===== src/rtl/core/pfe_pkg.sv =====
`timescale 1ns / 1ps
// ----------------------------------------------------------------------------
// Postfix evaluator package
// Shared word and status types, character codes and status codes.
// ----------------------------------------------------------------------------
package pfe_pkg;

   localparam int DATA_W   = 32;
   localparam int STATUS_W = 3;
   localparam int SYMBOL_W = 8;

   typedef logic [DATA_W-1:0]   word_type;
   typedef logic [STATUS_W-1:0] status_type;
   typedef logic [SYMBOL_W-1:0] symbol_type;

   // Character codes recognized in the expression stream.
   localparam symbol_type SYM_ZERO   = 8'h30;
   localparam symbol_type SYM_PLUS   = 8'h2B;
   localparam symbol_type SYM_MINUS  = 8'h2D;
   localparam symbol_type SYM_TIMES  = 8'h2A;
   localparam symbol_type SYM_DIVIDE = 8'h2F;
   localparam symbol_type SYM_LPAREN = 8'h28;
   localparam symbol_type SYM_RPAREN = 8'h29;

   // Status codes reported with each result.
   localparam status_type ST_OK       = 3'd0;
   localparam status_type ST_FEW      = 3'd1;
   localparam status_type ST_DIVZERO  = 3'd2;
   localparam status_type ST_BADCHAR  = 3'd3;
   localparam status_type ST_MANY     = 3'd4;
   localparam status_type ST_OVERFLOW = 3'd5;

endpackage


===== src/rtl/core/pfe_ram.sv =====
`timescale 1ns / 1ps
// ----------------------------------------------------------------------------
// Generic RAM
// One write port and one read port, read data registered.
// ----------------------------------------------------------------------------
module pfe_ram #(
   parameter int WIDTH = 32,
   parameter int DEPTH = 32
) (
   input  logic                     clock,
   input  logic                     wr_en,
   input  logic [$clog2(DEPTH)-1:0] wr_addr,
   input  logic [WIDTH-1:0]         wr_data,
   input  logic                     rd_en,
   input  logic [$clog2(DEPTH)-1:0] rd_addr,
   output logic [WIDTH-1:0]         rd_data
);

   logic [WIDTH-1:0] mem [DEPTH];

   // Write port.
   always_ff @(posedge clock) begin
      if (wr_en) begin
         mem[wr_addr] <= wr_data;
      end
   end

   // Registered read port; data holds while rd_en is low.
   always_ff @(posedge clock) begin
      if (rd_en) begin
         rd_data <= mem[rd_addr];
      end
   end

endmodule


===== src/rtl/core/pfe_div.sv =====
`timescale 1ns / 1ps
// ----------------------------------------------------------------------------
// Signed divider
// Radix-2 restoring divider, one quotient bit per cycle, truncating toward zero.
// ----------------------------------------------------------------------------
module pfe_div (
   input  logic              clock,
   input  logic              reset,
   input  logic              start,
   input  pfe_pkg::word_type dividend,
   input  pfe_pkg::word_type divisor,
   output logic              done,
   output pfe_pkg::word_type quotient
);

   import pfe_pkg::*;

   localparam int STEP_W = $clog2(DATA_W + 1);

   logic              busy_ff, busy_in;
   logic              done_ff, done_in;
   logic [STEP_W-1:0] step_ff, step_in;
   word_type          rem_ff, rem_in;
   word_type          quo_ff, quo_in;
   word_type          mag_b_ff, mag_b_in;
   logic              neg_ff, neg_in;

   logic [DATA_W:0]   trial;
   logic [DATA_W:0]   diff;
   logic              fits;

   // One restoring step: shift in the next dividend bit and try the subtract.
   assign trial = {rem_ff, quo_ff[DATA_W-1]};
   assign diff  = trial - {1'b0, mag_b_ff};
   assign fits  = ~diff[DATA_W];

   always_comb begin
      busy_in  = busy_ff;
      done_in  = 1'b0;
      step_in  = step_ff;
      rem_in   = rem_ff;
      quo_in   = quo_ff;
      mag_b_in = mag_b_ff;
      neg_in   = neg_ff;
      if (start) begin
         // Work on magnitudes and remember the sign of the quotient.
         busy_in  = 1'b1;
         step_in  = STEP_W'(DATA_W);
         rem_in   = '0;
         quo_in   = dividend[DATA_W-1] ? (word_type'(0) - dividend) : dividend;
         mag_b_in = divisor[DATA_W-1] ? (word_type'(0) - divisor) : divisor;
         neg_in   = dividend[DATA_W-1] ^ divisor[DATA_W-1];
      end else if (busy_ff) begin
         rem_in  = fits ? diff[DATA_W-1:0] : trial[DATA_W-1:0];
         quo_in  = {quo_ff[DATA_W-2:0], fits};
         step_in = step_ff - STEP_W'(1);
         if (step_ff == STEP_W'(1)) begin
            busy_in = 1'b0;
            done_in = 1'b1;
         end
      end
   end

   // Control state.
   always_ff @(posedge clock) begin
      if (reset) begin
         busy_ff <= 1'b0;
         done_ff <= 1'b0;
         step_ff <= '0;
      end else begin
         busy_ff <= busy_in;
         done_ff <= done_in;
         step_ff <= step_in;
      end
   end

   // Datapath registers.
   always_ff @(posedge clock) begin
      rem_ff   <= rem_in;
      quo_ff   <= quo_in;
      mag_b_ff <= mag_b_in;
      neg_ff   <= neg_in;
   end

   assign done     = done_ff;
   assign quotient = neg_ff ? (word_type'(0) - quo_ff) : quo_ff;

endmodule


===== src/rtl/core/postfix_expression_evaluator.sv =====
`timescale 1ns / 1ps
// ----------------------------------------------------------------------------
// Postfix expression evaluator
// Evaluates a postfix byte stream on a 32-bit value stack held in a RAM.
// ----------------------------------------------------------------------------
// Bytes arrive one request at a time; last marks the final byte, and only that
// byte produces a response (value and status). An operand byte, a parenthesis
// or any byte after an error is handled as it is taken; no further byte is
// taken until the sequencer is back in idle. The operators + - * read both
// operands from the stack RAM one after the other through its single
// registered read port. The operator / waits on the radix-2 divider, which
// produces one quotient bit per cycle. A final byte then reads the bottom entry
// and waits for the response register to be free. The stack needs no clearing
// after reset, so requests are taken from the first cycle out of reset.
// ----------------------------------------------------------------------------
module postfix_expression_evaluator #(
   parameter int STACK_DEPTH = 32
) (
   input  logic                       clock,
   input  logic                       reset,
   input  logic                       req_valid,
   output logic                       req_ready,
   input  pfe_pkg::symbol_type        req_symbol,
   input  logic                       req_last,
   output logic                       rsp_valid,
   input  logic                       rsp_ready,
   output logic signed [pfe_pkg::DATA_W-1:0] rsp_value,
   output pfe_pkg::status_type        rsp_status
);

   import pfe_pkg::*;

   localparam int AW = (STACK_DEPTH > 1) ? $clog2(STACK_DEPTH) : 1;
   localparam int CW = $clog2(STACK_DEPTH + 1);

   localparam logic [2:0] S_IDLE    = 3'd0;
   localparam logic [2:0] S_RD_RHS  = 3'd1;
   localparam logic [2:0] S_RD_LHS  = 3'd2;
   localparam logic [2:0] S_EXEC    = 3'd3;
   localparam logic [2:0] S_DIV     = 3'd4;
   localparam logic [2:0] S_FIN_RD  = 3'd5;
   localparam logic [2:0] S_FIN_OUT = 3'd6;

   logic [2:0]    state_ff, state_in;
   logic [CW-1:0] cnt_ff, cnt_in;
   status_type    err_ff, err_in;
   symbol_type    sym_ff, sym_in;
   logic          last_ff, last_in;
   word_type      rhs_ff, rhs_in;
   logic          rsp_valid_ff, rsp_valid_in;
   word_type      rsp_value_ff, rsp_value_in;
   status_type    rsp_status_ff, rsp_status_in;

   logic          wr_en;
   logic [AW-1:0] wr_addr;
   word_type      wr_data;
   logic          rd_en;
   logic [AW-1:0] rd_addr;
   word_type      rd_data;

   logic          div_start;
   logic          div_done;
   word_type      div_quotient;

   logic          req_fire;
   logic          slot_free;
   logic [CW-1:0] cnt_m1;
   logic [CW-1:0] cnt_m2;
   logic [2:0]    next_after;

   pfe_ram #(
      .WIDTH (DATA_W),
      .DEPTH (STACK_DEPTH)
   ) u_stack (
      .clock   (clock),
      .wr_en   (wr_en),
      .wr_addr (wr_addr),
      .wr_data (wr_data),
      .rd_en   (rd_en),
      .rd_addr (rd_addr),
      .rd_data (rd_data)
   );

   pfe_div u_div (
      .clock    (clock),
      .reset    (reset),
      .start    (div_start),
      .dividend (rd_data),
      .divisor  (rhs_ff),
      .done     (div_done),
      .quotient (div_quotient)
   );

   assign req_ready = (state_ff == S_IDLE);
   assign req_fire  = req_valid & req_ready;
   assign slot_free = ~rsp_valid_ff | rsp_ready;
   assign cnt_m1    = cnt_ff - CW'(1);
   assign cnt_m2    = cnt_ff - CW'(2);

   // Where to go once the current request is done with the stack.
   assign next_after = last_ff ? S_FIN_RD : S_IDLE;

   // Sequencer: operands are pushed to the stack RAM; operators read-modify-write it.
   // Reads are only issued in states after any write has landed, which keeps
   // every read of an entry behind its last write.
   always_comb begin
      state_in      = state_ff;
      cnt_in        = cnt_ff;
      err_in        = err_ff;
      sym_in        = sym_ff;
      last_in       = last_ff;
      rhs_in        = rhs_ff;
      rsp_valid_in  = rsp_valid_ff & ~rsp_ready;
      rsp_value_in  = rsp_value_ff;
      rsp_status_in = rsp_status_ff;
      wr_en         = 1'b0;
      wr_addr       = cnt_m2[AW-1:0];
      wr_data       = '0;
      rd_en         = 1'b0;
      rd_addr       = cnt_m1[AW-1:0];
      div_start     = 1'b0;
      case (state_ff)
         S_IDLE: begin
            if (req_fire) begin
               sym_in   = req_symbol;
               last_in  = req_last;
               state_in = req_last ? S_FIN_RD : S_IDLE;
               if (err_ff != ST_OK) begin
                  // An error is latched: the byte is ignored.
               end else if (req_symbol inside {SYM_LPAREN, SYM_RPAREN}) begin
                  err_in = ST_BADCHAR;
               end else if (req_symbol inside {SYM_PLUS, SYM_MINUS, SYM_TIMES,
                                               SYM_DIVIDE}) begin
                  if (cnt_ff < CW'(2)) begin
                     err_in = ST_FEW;
                  end else begin
                     state_in = S_RD_RHS;
                  end
               end else if (cnt_ff >= CW'(STACK_DEPTH)) begin
                  err_in = ST_OVERFLOW;
               end else begin
                  // Operand push: value is the byte less the code of zero.
                  wr_en   = 1'b1;
                  wr_addr = cnt_ff[AW-1:0];
                  wr_data = {{(DATA_W-SYMBOL_W){1'b0}}, req_symbol}
                            - {{(DATA_W-SYMBOL_W){1'b0}}, SYM_ZERO};
                  cnt_in  = cnt_ff + CW'(1);
               end
            end
         end
         S_RD_RHS: begin
            rd_en    = 1'b1;
            rd_addr  = cnt_m1[AW-1:0];
            state_in = S_RD_LHS;
         end
         S_RD_LHS: begin
            rd_en    = 1'b1;
            rd_addr  = cnt_m2[AW-1:0];
            rhs_in   = rd_data;
            state_in = S_EXEC;
         end
         S_EXEC: begin
            // rd_data now holds the left operand.
            state_in = next_after;
            wr_addr  = cnt_m2[AW-1:0];
            case (sym_ff)
               SYM_PLUS: begin
                  wr_en   = 1'b1;
                  wr_data = rd_data + rhs_ff;
                  cnt_in  = cnt_m1;
               end
               SYM_MINUS: begin
                  wr_en   = 1'b1;
                  wr_data = rd_data - rhs_ff;
                  cnt_in  = cnt_m1;
               end
               SYM_TIMES: begin
                  wr_en   = 1'b1;
                  wr_data = rd_data * rhs_ff;
                  cnt_in  = cnt_m1;
               end
               default: begin
                  if (rhs_ff == '0) begin
                     err_in = ST_DIVZERO;
                  end else begin
                     div_start = 1'b1;
                     state_in  = S_DIV;
                  end
               end
            endcase
         end
         S_DIV: begin
            if (div_done) begin
               wr_en    = 1'b1;
               wr_addr  = cnt_m2[AW-1:0];
               wr_data  = div_quotient;
               cnt_in   = cnt_m1;
               state_in = next_after;
            end
         end
         S_FIN_RD: begin
            rd_en    = 1'b1;
            rd_addr  = '0;
            state_in = S_FIN_OUT;
         end
         S_FIN_OUT: begin
            // Form the response once the output register can take it.
            if (slot_free) begin
               rsp_valid_in = 1'b1;
               if (err_ff != ST_OK) begin
                  rsp_value_in  = '0;
                  rsp_status_in = err_ff;
               end else if (cnt_ff == '0) begin
                  rsp_value_in  = '1;
                  rsp_status_in = ST_OK;
               end else if (cnt_ff > CW'(1)) begin
                  rsp_value_in  = '0;
                  rsp_status_in = ST_MANY;
               end else begin
                  rsp_value_in  = rd_data;
                  rsp_status_in = ST_OK;
               end
               cnt_in   = '0;
               err_in   = ST_OK;
               state_in = S_IDLE;
            end
         end
         default: begin
            state_in = S_IDLE;
         end
      endcase
   end

   // Control state.
   always_ff @(posedge clock) begin
      if (reset) begin
         state_ff     <= S_IDLE;
         cnt_ff       <= '0;
         err_ff       <= ST_OK;
         rsp_valid_ff <= 1'b0;
      end else begin
         state_ff     <= state_in;
         cnt_ff       <= cnt_in;
         err_ff       <= err_in;
         rsp_valid_ff <= rsp_valid_in;
      end
   end

   // Payload registers.
   always_ff @(posedge clock) begin
      sym_ff        <= sym_in;
      last_ff       <= last_in;
      rhs_ff        <= rhs_in;
      rsp_value_ff  <= rsp_value_in;
      rsp_status_ff <= rsp_status_in;
   end

   assign rsp_valid  = rsp_valid_ff;
   assign rsp_value  = rsp_value_ff;
   assign rsp_status = rsp_status_ff;

   // The stack fill never passes the stack depth.
   a_cnt_bound: assert property (@(posedge clock) disable iff (reset)
      cnt_ff <= CW'(STACK_DEPTH))
      else $error("stack count above depth");

   // An error response always carries a zero value.
   a_err_value: assert property (@(posedge clock) disable iff (reset)
      rsp_valid |-> (rsp_status == ST_OK || rsp_value == '0))
      else $error("error response with nonzero value");

   // The divider finishes only while the sequencer waits for it.
   a_div_done: assert property (@(posedge clock) disable iff (reset)
      div_done |-> (state_ff == S_DIV))
      else $error("divider result outside divide wait");

   // A byte after a latched error leaves the stack untouched.
   a_err_skip: assert property (@(posedge clock) disable iff (reset)
      (req_fire && err_ff != ST_OK && !req_last)
         |=> (state_ff == S_IDLE && $stable(cnt_ff)))
      else $error("byte after error changed the stack");

endmodule


===== config.mk =====
export PLATFORM = sky130hd
export DESIGN_NAME = postfix_expression_evaluator
export DESIGN_NICKNAME = d
export VERILOG_FILES = /design/src/rtl/core/pfe_pkg.sv /design/src/rtl/core/pfe_ram.sv /design/src/rtl/core/pfe_div.sv /design/src/rtl/core/postfix_expression_evaluator.sv
export SDC_FILE = /design/constraint.sdc
export NUM_CORES = 2
export LEC_CHECK = 0
export BUFFER_PORTS_ARGS = -buffer_cell sky130_fd_sc_hd__buf_2
export CORE_MARGIN = 3
export CORE_UTILIZATION = 40
export CTS_CLUSTER_DIAMETER = 80
export DETAILED_ROUTE_END_ITERATION = 10
export SYNTH_ARGS = -nofsm -noshare
export SYNTH_HDL_FRONTEND = slang
export SYNTH_SLANG_ARGS = --single-unit

===== constraint.sdc =====
create_clock -name clock -period 9 [get_ports clock]
set_input_delay 0.45 -clock clock [delete_from_list [all_inputs] [get_ports clock]]
set_output_delay 0.45 -clock clock [all_outputs]
set_load 0.01 [all_outputs]

==> reports/metrics.yaml <==
worstSkewPairLatency_ns: 0.79
path_class: "reg -> reg"
critPathMaxStageDelay_ns: 0.88
ys_seq_elements: 1250
crit_path_start_kind: "flop"
cp_top_family: "adder cells"
vias_per_cell: 5.62
drive_gt1_share_pct: 8.13
final_max_slew_viol_count: 0
clock_tree.root_cell: "clkbuf_16"
final_core_util_pct: 45.1
async_reset_ff_share_pct: 0
grt_max_degree: 156
final_area_sq_um: 79800
gp_congestion: 0.919
endpoint_kind: "flop"
synth_enable_flop_cells: 1197
synth_fp_nets: 7106
dpl.cell_count: 8622
grt_pass1_wl_mm: 320
num-nets-final: 7061
clk_pin_slew_ns: 0.05
crit_fanout: 32
core_area_sq_um: 177000
cts_buffers: 144
setup_violations: 0
dr.pass1.iters: 7
hold_violations: 0
via_count: 50000
wl_per_cell_microns: 23.9
path_common_cell: "fa_1"
seq_area_frac_synth_pct: 51.7
synthCells: 6482
hp-class: "in -> reg"
cts_tree: "done"
path_cells: "buf_4 -> and2_1 -> fa_1 -> fa_1 -> fa_1 -> inv_1 -> fa_1 -> inv_1 -> fa_1 -> ha_1 -> fa_1 -> fa_1 -> ha_1 -> a21oi_1 -> o21ai_0 -> a311oi_1 -> nor4_1 -> a2111oi_0 -> buf_4 -> a31oi_1 -> nor2_1 -> mux2_1 -> a211o_1"
first_iter_violations: 4927
clock_path_buffers: 3
antenna_found_initial: 12
cp.arrival_ns: 8.93
overflow: 0
syn_area_sq_um: 71600
synth.avg_cell_area_sq_um: 11.0
cts.sinks: 1250
grt_usage_pct: 22.9
instances_no_fill: 8895
worstMarginPinSlew_ns: 1.32
cpMaxStageDelayCell: "a211o_1"
fmax_mhz: 117
syn_to_final_growth_pct: 11.5
post_cts_buffers: 0
cts.htree.levels: 4
dieArea_sq_um: 184000
fin_crit_ns: 8.52
rows: 154
ys.warnings.count: 0
r2r_slack_ns: 0.48
rsz0062_at_grt: "false"
fp.dieH_microns: 429
ys_types: 86
finalCritPeriodShare_pct: 94.7
maxCapViolations: 0
routed_wl_mm: 213
cp_data_required_time_ns: 9.40
status: "finished, final reports clean"
die_x_microns: 429
dominantRegCellSynth: "edfxtp_1"
skew_ns: 0.0629
place_area_sq_um: 75100
start_util_pct: 40.4
pin_count: 50
setup-tns-final_ns: 0
grt_pass1_vias: 49400
path_buf_inv: 4
io_buffers: 49
remaining_drc_errors: 0
ant_nets: 0
hpwlAfterDp_mm: 130
maxSlewHeadroom_pct: 11.8
==> registers in the layout (all words and copies together) (netlist names) <==
register and flops:
u_stack.mem 1024, rhs_ff 32, rsp_value 32, u_div.mag_b_ff 32, u_div.quo_ff 32, u_div.rem_ff 32
u_stack.rd_data 32, sym_ff 8, cnt_ff 6, u_div.step_ff 6, err_ff 3, rsp_status 3
state_ff 3, last_ff 1, rsp_valid 1, u_div.busy_ff 1, u_div.done 1, u_div.neg_ff 1
==> metal layers <==
| metal | up-vias | track usage [%] | wire length (microns) | share of wire [%] |
|---|---|---|---|---|
| li1 | 22500 | - | - | - |
| met1 | 25300 | 31.2 | 90400 | 42 |
| met2 | 1843 | 37.3 | 101000 | 47 |
| met3 | 431 | 3.57 | 14100 | 6.6 |
| met4 | 2 | 7.81 | 7460 | 3.5 |
| met5 | - | 0 | 13 | 0.0061 |
==> repair_timing <==
item,CTS,global route
hold buffers,9,0
endpoints found under the hold margin,9,0
gates resized for setup,0,0
==> synthesized netlist by cell type (all sizes together), types with 20 or more instances <==
master / count / share of area (%)
nor3: 44 / 0.31
xor2: 107 / 1.3
buf: 33 / 0.22
mux2i: 30 / 0.42
inv: 457 / 2.4
o21a: 22 / 0.23
ha: 201 / 3.5
nand2: 1452 / 7.6
o31ai: 39 / 0.41
nand2b: 20 / 0.17
and2: 313 / 2.7
clkbuf: 399 / 2.1
dfxtp: 53 / 1.5
nor2: 146 / 0.77
fa: 410 / 11
edfxtp: 1197 / 50
or3: 33 / 0.32
xnor2: 150 / 1.8
o221ai: 20 / 0.24
and3: 134 / 1.2
a311oi: 199 / 2.4
a22oi: 22 / 0.23
a21oi: 186 / 1.3
nand3: 282 / 2.0
o21ai: 139 / 0.97
a211oi: 50 / 0.52
a21o: 66 / 0.69
a31oi: 79 / 0.69
==> stage by stage <==
step	worst slack (ns)	hold WS, ns
after floorplan	0.822	0.424
after global placement	0.584	0.446
after detailed placement	0.582	0.447
after CTS	0.479	0.0736
after global routing	0.0307	0.152
final	0.479	0.141
==> kinds of logic (layout without fill, tap and decap cells) <==
family                   Yosys count  after routing  share of synthesized area (%)
AND/OR/NAND/NOR                 2522           2522                           16.1
flip-flops                      1250           1250                           51.7
AO/OA/AOI/OAI                    919            919                           8.89
buffers and inverters            889            960                           4.71
adder cells (fa/ha/maj)          611            611                           15.0
XOR/XNOR                         257            257                           3.14
multiplexers                      34             34                          0.482
other                              0              2                              0
==> worst reg2reg max path, delay by kind of cell, from the launching register on <==
kind / cells / cell delay [ns]
fa+ha+maj: 9 / 4.06
mux: 1 / 0.15
simple gates: 3 / 0.42
buf+inv: 4 / 0.64
compound gates: 6 / 2.18
flops: 1 / 0.65
==> cell type report <==
cell class	instances	area (sq um)
Fill cell	16200	97300
Clock inverter	83	810
Antenna cell	2	5.00
Timing Repair Buffer	241	1810
Clock buffer	179	3830
Tap cell	2340	2930
Inverter	457	1720
Multi-Input combinational cell	4343	31700
Sequential cell	1250	37000
==> worst paths after layout <==
| check | cells after the start | endpoint | start |
|---|---|---|---|
| setup / recovery | 23 | u_stack.mem[16][28] | rhs_ff[5] |
| hold reg to reg | 0 | rsp_status[1] | err_ff[1] |
| hold / removal | 2 | u_div.busy_ff | reset |
| setup reg to reg | 23 | u_stack.mem[16][28] | rhs_ff[5] |
==> placed cells by master, fill, tap and decap left out, types with 15 or more instances in the layout <==
| cell | netlist | layout |
|---|---|---|
| nand2_1 | 1451 | 1449 |
| edfxtp_1 | 1197 | 1197 |
| inv_1 | 455 | 455 |
| fa_1 | 410 | 410 |
| and2_1 | 313 | 313 |
| nand3_1 | 281 | 280 |
| ha_1 | 201 | 201 |
| a311oi_1 | 199 | 199 |
| a21oi_1 | 186 | 186 |
| buf_4 | 3 | 175 |
| xnor2_1 | 150 | 150 |
| clkbuf_16 | 0 | 148 |
| and3_1 | 134 | 133 |
| nor2_1 | 146 | 112 |
| xor2_1 | 107 | 107 |
| o21ai_0 | 112 | 106 |
| a31oi_1 | 79 | 79 |
| a21o_1 | 66 | 66 |
| dfxtp_1 | 53 | 52 |
| a211oi_1 | 50 | 50 |
| buf_2 | 11 | 49 |
| nor3_1 | 44 | 43 |
| o31ai_1 | 39 | 38 |
| nor2_4 | 0 | 34 |
| mux2i_1 | 30 | 30 |
| clkbuf_1 | 399 | 30 |
| clkinv_1 | 0 | 30 |
| or3_1 | 28 | 26 |
| o21ai_1 | 27 | 23 |
| o21a_1 | 22 | 22 |
| a22oi_1 | 22 | 22 |
| nand2b_1 | 20 | 20 |
| clkinv_2 | 0 | 19 |
| o221ai_2 | 0 | 18 |
| or4_1 | 15 | 15 |
| nand4_1 | 15 | 15 |
| nor2b_1 | 15 | 15 |
Power is left out: the tool's default activity adds up to more than one toggle a clock period on the data nets, which glitch-free logic cannot reach.
